**config.mk**
```make
export PLATFORM = sky130hd
export DESIGN_NAME = identifier_subword_splitter
export DESIGN_NICKNAME = d
export VERILOG_FILES = /design/src/rtl/core/iss_pkg.sv /design/src/rtl/core/iss_ram.sv /design/src/rtl/core/iss_ctrl.sv /design/src/rtl/core/iss_dp.sv /design/src/rtl/core/identifier_subword_splitter.sv
export SDC_FILE = /design/constraint.sdc
export NUM_CORES = 1
export LEC_CHECK = 0
export ABC_CLOCK_PERIOD_IN_PS = 10200
export BUFFER_PORTS_ARGS = -buffer_cell sky130_fd_sc_hd__buf_2
export CORE_UTILIZATION = 40
export CTS_CLUSTER_SIZE = 40
export DETAILED_ROUTE_END_ITERATION = 12
export GPL_TIMING_DRIVEN = 0
export HOLD_SLACK_MARGIN = 0.15
export SKIP_CTS_REPAIR_TIMING = 1
export SLEW_MARGIN = 20
export SYNTH_ARGS = -nofsm -noshare
export SYNTH_HDL_FRONTEND = slang
export SYNTH_SLANG_ARGS = --single-unit
```
**constraint.sdc**
```tcl
create_clock -name i_clk -period 10.2 [get_ports i_clk]
set_input_delay 1.02 -clock i_clk [delete_from_list [all_inputs] [get_ports i_clk]]
set_output_delay 1.02 -clock i_clk [all_outputs]
set_load 0.05 [all_outputs]
```
**src/rtl/core/iss_pkg.sv**
```systemverilog
// ----------------------------------------------------------------------------
// iss_pkg
// shared types and constants for the identifier sub-word splitter
// ----------------------------------------------------------------------------
package iss_pkg;

    // default sizing
    localparam int C_MAX_PARTS = 16;
    localparam int C_MAX_LEN   = 256;

    // field widths of one stored part: start and length as they leave the block
    localparam int C_START_W = 8;
    localparam int C_LEN_W   = 9;
    localparam int C_ENTRY_W = C_START_W + C_LEN_W;

    // character codes
    localparam logic [6:0] C_CH_UNDERSCORE = 7'h5F;
    localparam logic [6:0] C_CH_UPPER_A    = 7'h41;
    localparam logic [6:0] C_CH_UPPER_Z    = 7'h5A;
    localparam logic [6:0] C_CH_LOWER_A    = 7'h61;
    localparam logic [6:0] C_CH_LOWER_Z    = 7'h7A;
    localparam logic [6:0] C_CH_DIGIT_0    = 7'h30;
    localparam logic [6:0] C_CH_DIGIT_9    = 7'h39;

    typedef struct packed {
        logic [6:0] char_byte;
        logic       is_last;
    } t_in_word;

    typedef struct packed {
        logic [C_START_W-1:0] token_start;
        logic [C_LEN_W-1:0]   token_length;
        logic                 is_whole;
        logic                 overflowed;
        logic                 last_of_run;
    } t_out_word;

    typedef enum logic [2:0] {
        ST_COLLECT,
        ST_TAIL_CUT,
        ST_TAIL_ADD,
        ST_WHOLE,
        ST_PARTS
    } t_state;

    // controller to datapath
    typedef struct packed {
        logic take;
        logic tail_cut;
        logic tail_add;
        logic emit_whole;
        logic emit_part;
        logic clear;
    } t_cmd;

    // datapath to controller
    typedef struct packed {
        logic in_last;
        logic saw;
        logic slot_free;
        logic part_empty;
        logic part_final;
    } t_status;

endpackage

```
**src/rtl/core/iss_ram.sv**
```systemverilog
// ----------------------------------------------------------------------------
// iss_ram
// generic single-write, single-read ram with registered read data
// ----------------------------------------------------------------------------
module iss_ram #(
    parameter int WIDTH = 8,
    parameter int DEPTH = 16
) (
    input  logic                     i_clk,
    input  logic                     i_wr_en,
    input  logic [$clog2(DEPTH)-1:0] i_wr_addr,
    input  logic [WIDTH-1:0]         i_wr_data,
    input  logic                     i_rd_en,
    input  logic [$clog2(DEPTH)-1:0] i_rd_addr,
    output logic [WIDTH-1:0]         o_rd_data
);

    logic [WIDTH-1:0] r_mem [DEPTH];
    logic [WIDTH-1:0] r_rd_data;

    always_ff @(posedge i_clk) begin
        if (i_wr_en) begin
            r_mem[i_wr_addr] <= i_wr_data;
        end
        if (i_rd_en) begin
            r_rd_data <= r_mem[i_rd_addr];
        end
    end

    assign o_rd_data = r_rd_data;

endmodule

```
**src/rtl/core/iss_ctrl.sv**
```systemverilog
// ----------------------------------------------------------------------------
// iss_ctrl
// sequencer: collect bytes, close the last part, then drain tokens
// ----------------------------------------------------------------------------
module iss_ctrl
    import iss_pkg::*;
(
    input  logic    i_clk,
    input  logic    i_rst_n,
    input  logic    i_in_valid,
    output logic    o_in_ready,
    input  t_status i_status,
    output t_cmd    o_cmd
);

    t_state r_state;
    t_state n_state;

    always_ff @(posedge i_clk) begin
        if (!i_rst_n) begin
            r_state <= ST_COLLECT;
        end else begin
            r_state <= n_state;
        end
    end

    // next state
    always_comb begin
        n_state = r_state;
        unique case (r_state)
            ST_COLLECT: begin
                if (i_in_valid && i_status.in_last) begin
                    n_state = ST_TAIL_CUT;
                end
            end
            ST_TAIL_CUT: n_state = ST_TAIL_ADD;
            ST_TAIL_ADD: n_state = ST_WHOLE;
            ST_WHOLE: begin
                if (!i_status.saw) begin
                    n_state = ST_COLLECT;
                end else if (i_status.slot_free) begin
                    n_state = i_status.part_empty ? ST_COLLECT : ST_PARTS;
                end
            end
            ST_PARTS: begin
                if (i_status.slot_free && i_status.part_final) begin
                    n_state = ST_COLLECT;
                end
            end
            default: n_state = ST_COLLECT;
        endcase
    end

    // outputs
    always_comb begin
        o_in_ready = 1'b0;
        o_cmd      = '0;
        unique case (r_state)
            ST_COLLECT: begin
                o_in_ready = 1'b1;
                o_cmd.take = i_in_valid;
            end
            ST_TAIL_CUT: o_cmd.tail_cut = 1'b1;
            ST_TAIL_ADD: o_cmd.tail_add = 1'b1;
            ST_WHOLE: begin
                if (!i_status.saw) begin
                    o_cmd.clear = 1'b1;
                end else if (i_status.slot_free) begin
                    o_cmd.emit_whole = 1'b1;
                    o_cmd.clear      = i_status.part_empty;
                end
            end
            ST_PARTS: begin
                if (i_status.slot_free) begin
                    o_cmd.emit_part = 1'b1;
                    o_cmd.clear     = i_status.part_final;
                end
            end
            default: o_cmd = '0;
        endcase
    end

endmodule

```
**src/rtl/core/iss_dp.sv**
```systemverilog
// ----------------------------------------------------------------------------
// iss_dp
// datapath: boundary detection, part store and output register
// ----------------------------------------------------------------------------
module iss_dp
    import iss_pkg::*;
#(
    parameter int MAX_PARTS = C_MAX_PARTS,
    parameter int MAX_LEN   = C_MAX_LEN
) (
    input  logic      i_clk,
    input  logic      i_rst_n,
    input  t_in_word  i_in_word,
    input  t_cmd      i_cmd,
    output t_status   o_status,
    output logic      o_out_valid,
    input  logic      i_out_ready,
    output t_out_word o_out_word
);

    localparam int PW = $clog2(MAX_LEN + 1);
    localparam int CW = $clog2(MAX_PARTS + 1);
    localparam int IW = $clog2(MAX_PARTS);
    localparam int EW = PW + C_LEN_W;
    localparam logic [PW-1:0] LEN_LIMIT  = PW'(MAX_LEN);
    localparam logic [CW-1:0] PART_LIMIT = CW'(MAX_PARTS);

    function automatic logic ch_upper(input logic [6:0] c);
        ch_upper = (c >= C_CH_UPPER_A) && (c <= C_CH_UPPER_Z);
    endfunction

    function automatic logic ch_lower(input logic [6:0] c);
        ch_lower = (c >= C_CH_LOWER_A) && (c <= C_CH_LOWER_Z);
    endfunction

    function automatic logic ch_digit(input logic [6:0] c);
        ch_digit = (c >= C_CH_DIGIT_0) && (c <= C_CH_DIGIT_9);
    endfunction

    logic [PW-1:0] r_pos,   n_pos;
    logic [PW-1:0] r_begin, n_begin;
    logic [6:0]    r_prev,  n_prev;
    logic [6:0]    r_pprev, n_pprev;
    logic [CW-1:0] r_count, n_count;
    logic          r_saw,   n_saw;
    logic          r_ovf,   n_ovf;
    logic [IW-1:0] r_rd_idx, n_rd_idx;
    logic          r_out_valid, n_out_valid;
    t_out_word     r_out_word,  n_out_word;

    logic [PW-1:0]        q;
    logic                 has_room;
    logic                 check_en;
    logic                 prev_us;
    logic                 cut;
    logic                 add_req;
    logic [PW-1:0]        add_start;
    logic [PW-1:0]        add_len;
    logic [EW-1:0]        ext_start;
    logic [EW-1:0]        ext_len;
    logic [EW-1:0]        ext_pos;
    logic                 count_room;
    logic                 wr_en;
    logic [C_ENTRY_W-1:0] wr_data;
    logic                 rd_en;
    logic [IW-1:0]        rd_addr;
    logic [C_ENTRY_W-1:0] rd_data;
    logic                 slot_free;
    logic                 part_final;

    iss_ram #(
        .WIDTH (C_ENTRY_W),
        .DEPTH (MAX_PARTS)
    ) u_part_ram (
        .i_clk     (i_clk),
        .i_wr_en   (wr_en),
        .i_wr_addr (r_count[IW-1:0]),
        .i_wr_data (wr_data),
        .i_rd_en   (rd_en),
        .i_rd_addr (rd_addr),
        .o_rd_data (rd_data)
    );

    // boundary at the position of the previous byte
    always_comb begin
        q        = r_pos - PW'(1);
        has_room = r_pos < LEN_LIMIT;
        check_en = (r_pos != '0) && ((i_cmd.take && has_room) || i_cmd.tail_cut);
        prev_us  = r_prev == C_CH_UNDERSCORE;
        cut      = prev_us
                 || ((q > r_begin)
                     && ((ch_upper(r_prev) && (ch_lower(r_pprev) || ch_digit(r_pprev)))
                         || (ch_upper(r_pprev) && ch_upper(r_prev) && i_cmd.take
                             && ch_lower(i_in_word.char_byte))));
    end

    // part append
    always_comb begin
        add_req   = 1'b0;
        add_start = r_begin;
        add_len   = q - r_begin;
        if (check_en && cut && (q > r_begin)) begin
            add_req = 1'b1;
        end
        if (i_cmd.tail_add && (r_pos > r_begin) && (r_begin != '0)) begin
            add_req = 1'b1;
            add_len = r_pos - r_begin;
        end
        count_room = r_count < PART_LIMIT;
        wr_en      = add_req && count_room;
        ext_start  = EW'(add_start);
        ext_len    = EW'(add_len);
        ext_pos    = EW'(r_pos);
        wr_data    = {ext_start[C_START_W-1:0], ext_len[C_LEN_W-1:0]};
    end

    assign slot_free  = !r_out_valid || i_out_ready;
    assign part_final = (CW'(r_rd_idx) + CW'(1)) == r_count;

    always_comb begin
        n_pos       = r_pos;
        n_begin     = r_begin;
        n_prev      = r_prev;
        n_pprev     = r_pprev;
        n_count     = r_count;
        n_saw       = r_saw;
        n_ovf       = r_ovf;
        n_rd_idx    = r_rd_idx;
        n_out_word  = r_out_word;
        n_out_valid = r_out_valid && !i_out_ready;
        rd_en       = 1'b0;
        rd_addr     = r_rd_idx + IW'(1);

        if (check_en && cut) begin
            n_begin = prev_us ? r_pos : q;
        end
        if (i_cmd.take) begin
            if (has_room) begin
                if (i_in_word.char_byte != C_CH_UNDERSCORE) begin
                    n_saw = 1'b1;
                end
                n_pprev = r_prev;
                n_prev  = i_in_word.char_byte;
                n_pos   = r_pos + PW'(1);
            end else begin
                n_ovf = 1'b1;
            end
        end
        if (add_req) begin
            if (count_room) begin
                n_count = r_count + CW'(1);
            end else begin
                n_ovf = 1'b1;
            end
        end

        if (i_cmd.emit_whole) begin
            n_out_valid              = 1'b1;
            n_out_word.token_start   = '0;
            n_out_word.token_length  = ext_pos[C_LEN_W-1:0];
            n_out_word.is_whole      = 1'b1;
            n_out_word.overflowed    = r_ovf;
            n_out_word.last_of_run   = r_count == '0;
            n_rd_idx                 = '0;
            rd_en                    = 1'b1;
            rd_addr                  = '0;
        end
        if (i_cmd.emit_part) begin
            n_out_valid              = 1'b1;
            n_out_word.token_start   = rd_data[C_ENTRY_W-1:C_LEN_W];
            n_out_word.token_length  = rd_data[C_LEN_W-1:0];
            n_out_word.is_whole      = 1'b0;
            n_out_word.overflowed    = r_ovf;
            n_out_word.last_of_run   = part_final;
            n_rd_idx                 = r_rd_idx + IW'(1);
            rd_en                    = !part_final;
        end

        if (i_cmd.clear) begin
            n_pos   = '0;
            n_begin = '0;
            n_prev  = '0;
            n_pprev = '0;
            n_count = '0;
            n_saw   = 1'b0;
            n_ovf   = 1'b0;
        end
    end

    always_ff @(posedge i_clk) begin
        if (!i_rst_n) begin
            r_pos       <= '0;
            r_begin     <= '0;
            r_prev      <= '0;
            r_pprev     <= '0;
            r_count     <= '0;
            r_saw       <= 1'b0;
            r_ovf       <= 1'b0;
            r_out_valid <= 1'b0;
        end else begin
            r_pos       <= n_pos;
            r_begin     <= n_begin;
            r_prev      <= n_prev;
            r_pprev     <= n_pprev;
            r_count     <= n_count;
            r_saw       <= n_saw;
            r_ovf       <= n_ovf;
            r_out_valid <= n_out_valid;
        end
    end

    always_ff @(posedge i_clk) begin
        r_rd_idx   <= n_rd_idx;
        r_out_word <= n_out_word;
    end

    always_comb begin
        o_status.in_last    = i_in_word.is_last;
        o_status.saw        = r_saw;
        o_status.slot_free  = slot_free;
        o_status.part_empty = r_count == '0;
        o_status.part_final = part_final;
    end

    assign o_out_valid = r_out_valid;
    assign o_out_word  = r_out_word;

endmodule

```
**src/rtl/core/identifier_subword_splitter.sv**
```systemverilog
// ----------------------------------------------------------------------------
// identifier_subword_splitter
// splits an identifier into its whole token and its camel / snake sub-words
// ----------------------------------------------------------------------------
//
//  channel  | direction | handshake                 | word
//  ---------+-----------+---------------------------+---------------------------
//  in       | input     | i_in_valid / o_in_ready   | t_in_word: byte, last flag
//  out      | output    | o_out_valid / i_out_ready | t_out_word: one token
//
//  a byte that is not the last keeps the sequencer collecting; the input is taken in the
//  collect state only
//  after the last byte the tail-cut and tail-add states close the final part, then the
//  whole token and each stored part leave one per cycle while the output is not stalled,
//  paced by the output register and the registered read port of the part ram
//  an identifier of underscores only leaves no token; it clears in the whole state
//  reset is synchronous, active low; the part ram needs no clearing pass
//  a stalled output holds the drain, no byte is taken until it completes
//
module identifier_subword_splitter
    import iss_pkg::*;
#(
    parameter int MAX_PARTS = C_MAX_PARTS,
    parameter int MAX_LEN   = C_MAX_LEN
) (
    input  logic      i_clk,
    input  logic      i_rst_n,
    input  logic      i_in_valid,
    output logic      o_in_ready,
    input  t_in_word  i_in_word,
    output logic      o_out_valid,
    input  logic      i_out_ready,
    output t_out_word o_out_word
);

    // command and status between sequencer and datapath
    t_cmd    cmd;
    t_status status;

    // sequencer: byte intake, tail close-out, token drain
    iss_ctrl u_ctrl (
        .i_clk      (i_clk),
        .i_rst_n    (i_rst_n),
        .i_in_valid (i_in_valid),
        .o_in_ready (o_in_ready),
        .i_status   (status),
        .o_cmd      (cmd)
    );

    // datapath: boundary rules, part ram, output register
    iss_dp #(
        .MAX_PARTS (MAX_PARTS),
        .MAX_LEN   (MAX_LEN)
    ) u_dp (
        .i_clk       (i_clk),
        .i_rst_n     (i_rst_n),
        .i_in_word   (i_in_word),
        .i_cmd       (cmd),
        .o_status    (status),
        .o_out_valid (o_out_valid),
        .i_out_ready (i_out_ready),
        .o_out_word  (o_out_word)
    );

endmodule
```
==> impl_metrics.env <==
export IMPL_status="complete, no violations"
export IMPL_num_fill_cells=3348
export IMPL_ys_types=60
export IMPL_start_kind="register"
export IMPL_hold_class="register to register"
export IMPL_avgViaCountPerCell=5.44
export IMPL_worst_setup_path_end_kind="register"
export IMPL_die_area_sq_um=38900
export IMPL_syn_avg_cell_area_sq_um=13.4
export IMPL_numPortBuffers=33
export IMPL_hold_viol=0
export IMPL_syn_to_final_growth_pct=14.2
export IMPL_grt_pass1_wl_mm=56.7
export IMPL_post_route_period_util_pct=49.3
export IMPL_syn_nets=1181
export IMPL_p_per_area_nw_per_um2=184
export IMPL_yosysWarningCount=0
export IMPL_row_count=71
export IMPL_pwr_share_seq_pct=51.5
export IMPL_grt_overflow=0
export IMPL_drv_slew=0
export IMPL_clk_pin_slew_ps=60
export IMPL_first_global_vias=9440
export IMPL_worst_pin_slew_ps=1010
export IMPL_fmax_ghz=0.199
export IMPL_synth_common_cells="edfxtp_1, nand2_1, nand3_1, a21oi_1, dfxtp_1"
export IMPL_crit_type="register to register"
export IMPL_n_antenna_cell=0
export IMPL_drt_wirelength_per_cell_um=21.4
export IMPL_peakVddDrop_uv=96.5
export IMPL_total_power_mw=3.20
export IMPL_synth_top_cell_area_share_pct=61.5
export IMPL_grt_total_usage_pct=19.6
export IMPL_wirelength_mm=37.7
export IMPL_cts_sinks=356
export IMPL_drtIter0Drc=844
export IMPL_cts_buffer_depth=3
export IMPL_antenna_found_initial=1
export IMPL_grt_max_degree=25
export IMPL_finalWeightedCongestion=0.898
export IMPL_firstDrtPassIters=5
export IMPL_start_util_pct=40.6
export IMPL_postSynthCellCount=1141
export IMPL_cts_tree="done"
export IMPL_drv_cap=0
export IMPL_yosysMostFrequentCell="edfxtp_1"
export IMPL_io_pins=34
export IMPL_rsz0062_at_grt="false"
export IMPL_combPwrFrac_pct=7.4
export IMPL_netlist_area_sq_um=15200
export IMPL_die_height_um=197
export IMPL_drive_above_1_share_pct=13.2
export IMPL_synth_edff_count=312
export IMPL_seq_area_frac_synth_pct=67.2
export IMPL_drc=0
export IMPL_worst_ep_arrival_time_ps=5170
export IMPL_power_leakage_nw=5.79
export IMPL_cts_made_buffers=38
export IMPL_cp_max_fo=17
export IMPL_synth_seq_cells=356
export IMPL_insertion_delay_ps=530
export IMPL_final_nets=1264
export IMPL_p_clk_share_pct=41.2
export IMPL_switching_share_pct=22.7
export IMPL_power_switching_mw=0.725
export IMPL_p_int_mw=2.47
export IMPL_ant_nets=0
export IMPL_fin_skew_ps=19.6
export IMPL_hpwl_mm=26.3
export IMPL_cts_htree_levels=2
export IMPL_root_buffer="clkbuf_16"
export IMPL_via_count=9590
export IMPL_final_setup_tns_ps=0
export IMPL_required_ps=10340
export IMPL_ys_top_cells_by_area="edfxtp_1, dfxtp_1, nand2_1"
export IMPL_core_sq_um=37600
export IMPL_synth_area_leader_cell="edfxtp_1"
export IMPL_setup_violations_final=0
export IMPL_finalCriticalPeriod_ps=5030
export IMPL_synth_ff_type="edfxtp_1"
export IMPL_die_x_um=197
export IMPL_relSlewSlack_pct=32.9
export IMPL_synthArstFlopShare_pct=0
==> logic make-up (layout without fill, tap and decap cells) <==
group | after synthesis | after routing | share of synthesized area [%]
buf+inv | 88 | 200 | 2.26
xor+xnor | 44 | 44 | 2.62
mux | 36 | 36 | 5.16
simple gates | 402 | 402 | 12.0
fa+ha+maj | 28 | 28 | 2.40
compound gates | 187 | 187 | 8.33
flops | 356 | 356 | 67.2
==> final cells by class <==
| class | count | area (sq um) | share of cell area (%) |
|---|---|---|---|
| clock inverter | 18 | 160 | 0.920 |
| inverter | 26 | 97.6 | 0.561 |
| sequential | 356 | 10200 | 58.9 |
| tap | 511 | 639 | 3.67 |
| timing repair buffer | 43 | 274 | 1.57 |
| buffer | 62 | 246 | 1.42 |
| clock buffer | 51 | 1030 | 5.93 |
| multi-input combinational | 697 | 4710 | 27.0 |
==> cells in the final DEF (no fill, tap or decap), types with 18 or more instances in the layout <==
master     instances
edfxtp_1         312
ha_1              26
o211ai_1          20
o21ai_0           32
a21oi_1           42
nand3_1           49
nor2_1            36
and2_1            18
clkbuf_16         39
dfxtp_1           44
buf_2             44
mux4_2            34
xor2_1            19
clkbuf_1          53
nand2_1          228
xnor2_1           23
inv_1             26
==> sequential cells by signal, summed over array words and instances (netlist names) <==
name / flops
u_ctrl.r_state: 3
u_dp.r_pprev: 7
u_dp.u_part_ram.r_mem: 272
u_dp.add_start: 9
u_dp.o_out_valid: 1
u_dp.r_prev: 7
u_dp.r_ovf: 1
u_dp.r_rd_idx: 4
u_dp.r_pos: 9
u_dp.u_part_ram.o_rd_data: 17
u_dp.o_out_word: 20
u_dp.r_saw: 1
u_dp.r_count: 5
==> per-stage QoR <==
stage / std cells / hold slack, ps / setup WS, ps / cell area (sq um) / util, %
detailed placement: 1695 / 467 / 5210 / 16200 / 43.1
floorplan: 1141 / 437 / 6270 / 15200 / -
global route: 1764 / 493 / 4800 / 17400 / 46.3
global placement: 1685 / 460 / 4800 / 16000 / 42.7
finish: 1764 / 475 / 5170 / 17400 / 46.3
CTS: 1764 / 475 / 5190 / 17400 / 46.3
==> routing by layer <==
| layer | wire [um] | global-route usage [%] | vias up |
|---|---|---|---|
| met5 | 12 | 0 | - |
| met4 | 1060 | 6.80 | 2 |
| met3 | 2320 | 2.89 | 65 |
| met2 | 17800 | 31.6 | 326 |
| met1 | 16500 | 27.1 | 4757 |
| li1 | - | - | 4440 |
==> critical path: stages, from the launching register on <==
cell	delay [ps]
dfxtp_1	340
clkbuf_1	190
inv_1	280
ha_1	350
nand2_1	140
or3_1	340
xnor2_1	160
ha_1	400
and3_1	220
a21boi_0	410
o211a_2	280
a211oi_4	110
nor4b_1	540
and2_1	860
==> path summary, 6_finish.rpt <==
path | from | end | slack, ps | cells past startpoint
setup / recovery | u_dp.r_pos[0]$_SDFFE_PP0P_ | u_dp.u_part_ram.r_mem[5][2]$_DFFE_PP_ | 5170 | 13
hold reg to reg | u_dp.r_pprev[0]$_SDFFE_PP0P_ | u_dp.r_pprev[0]$_SDFFE_PP0P_ | 470 | 2
hold / removal | u_dp.r_pprev[0]$_SDFFE_PP0P_ | u_dp.r_pprev[0]$_SDFFE_PP0P_ | 470 | 2
setup reg to reg | u_dp.r_pos[0]$_SDFFE_PP0P_ | u_dp.u_part_ram.r_mem[5][2]$_DFFE_PP_ | 5170 | 13
==> power groups by stage <==
stage	Clock [mW]	Combinational, mW	Sequential [mW]
global placement	0	0.210	1.68
floorplan	0	0.131	1.68
detailed placement	0	0.234	1.68
CTS	1.34	0.235	1.64
global route	1.39	0.258	1.65
finish	1.32	0.235	1.64
No activity file was read; power rests on OpenSTA's default activity.
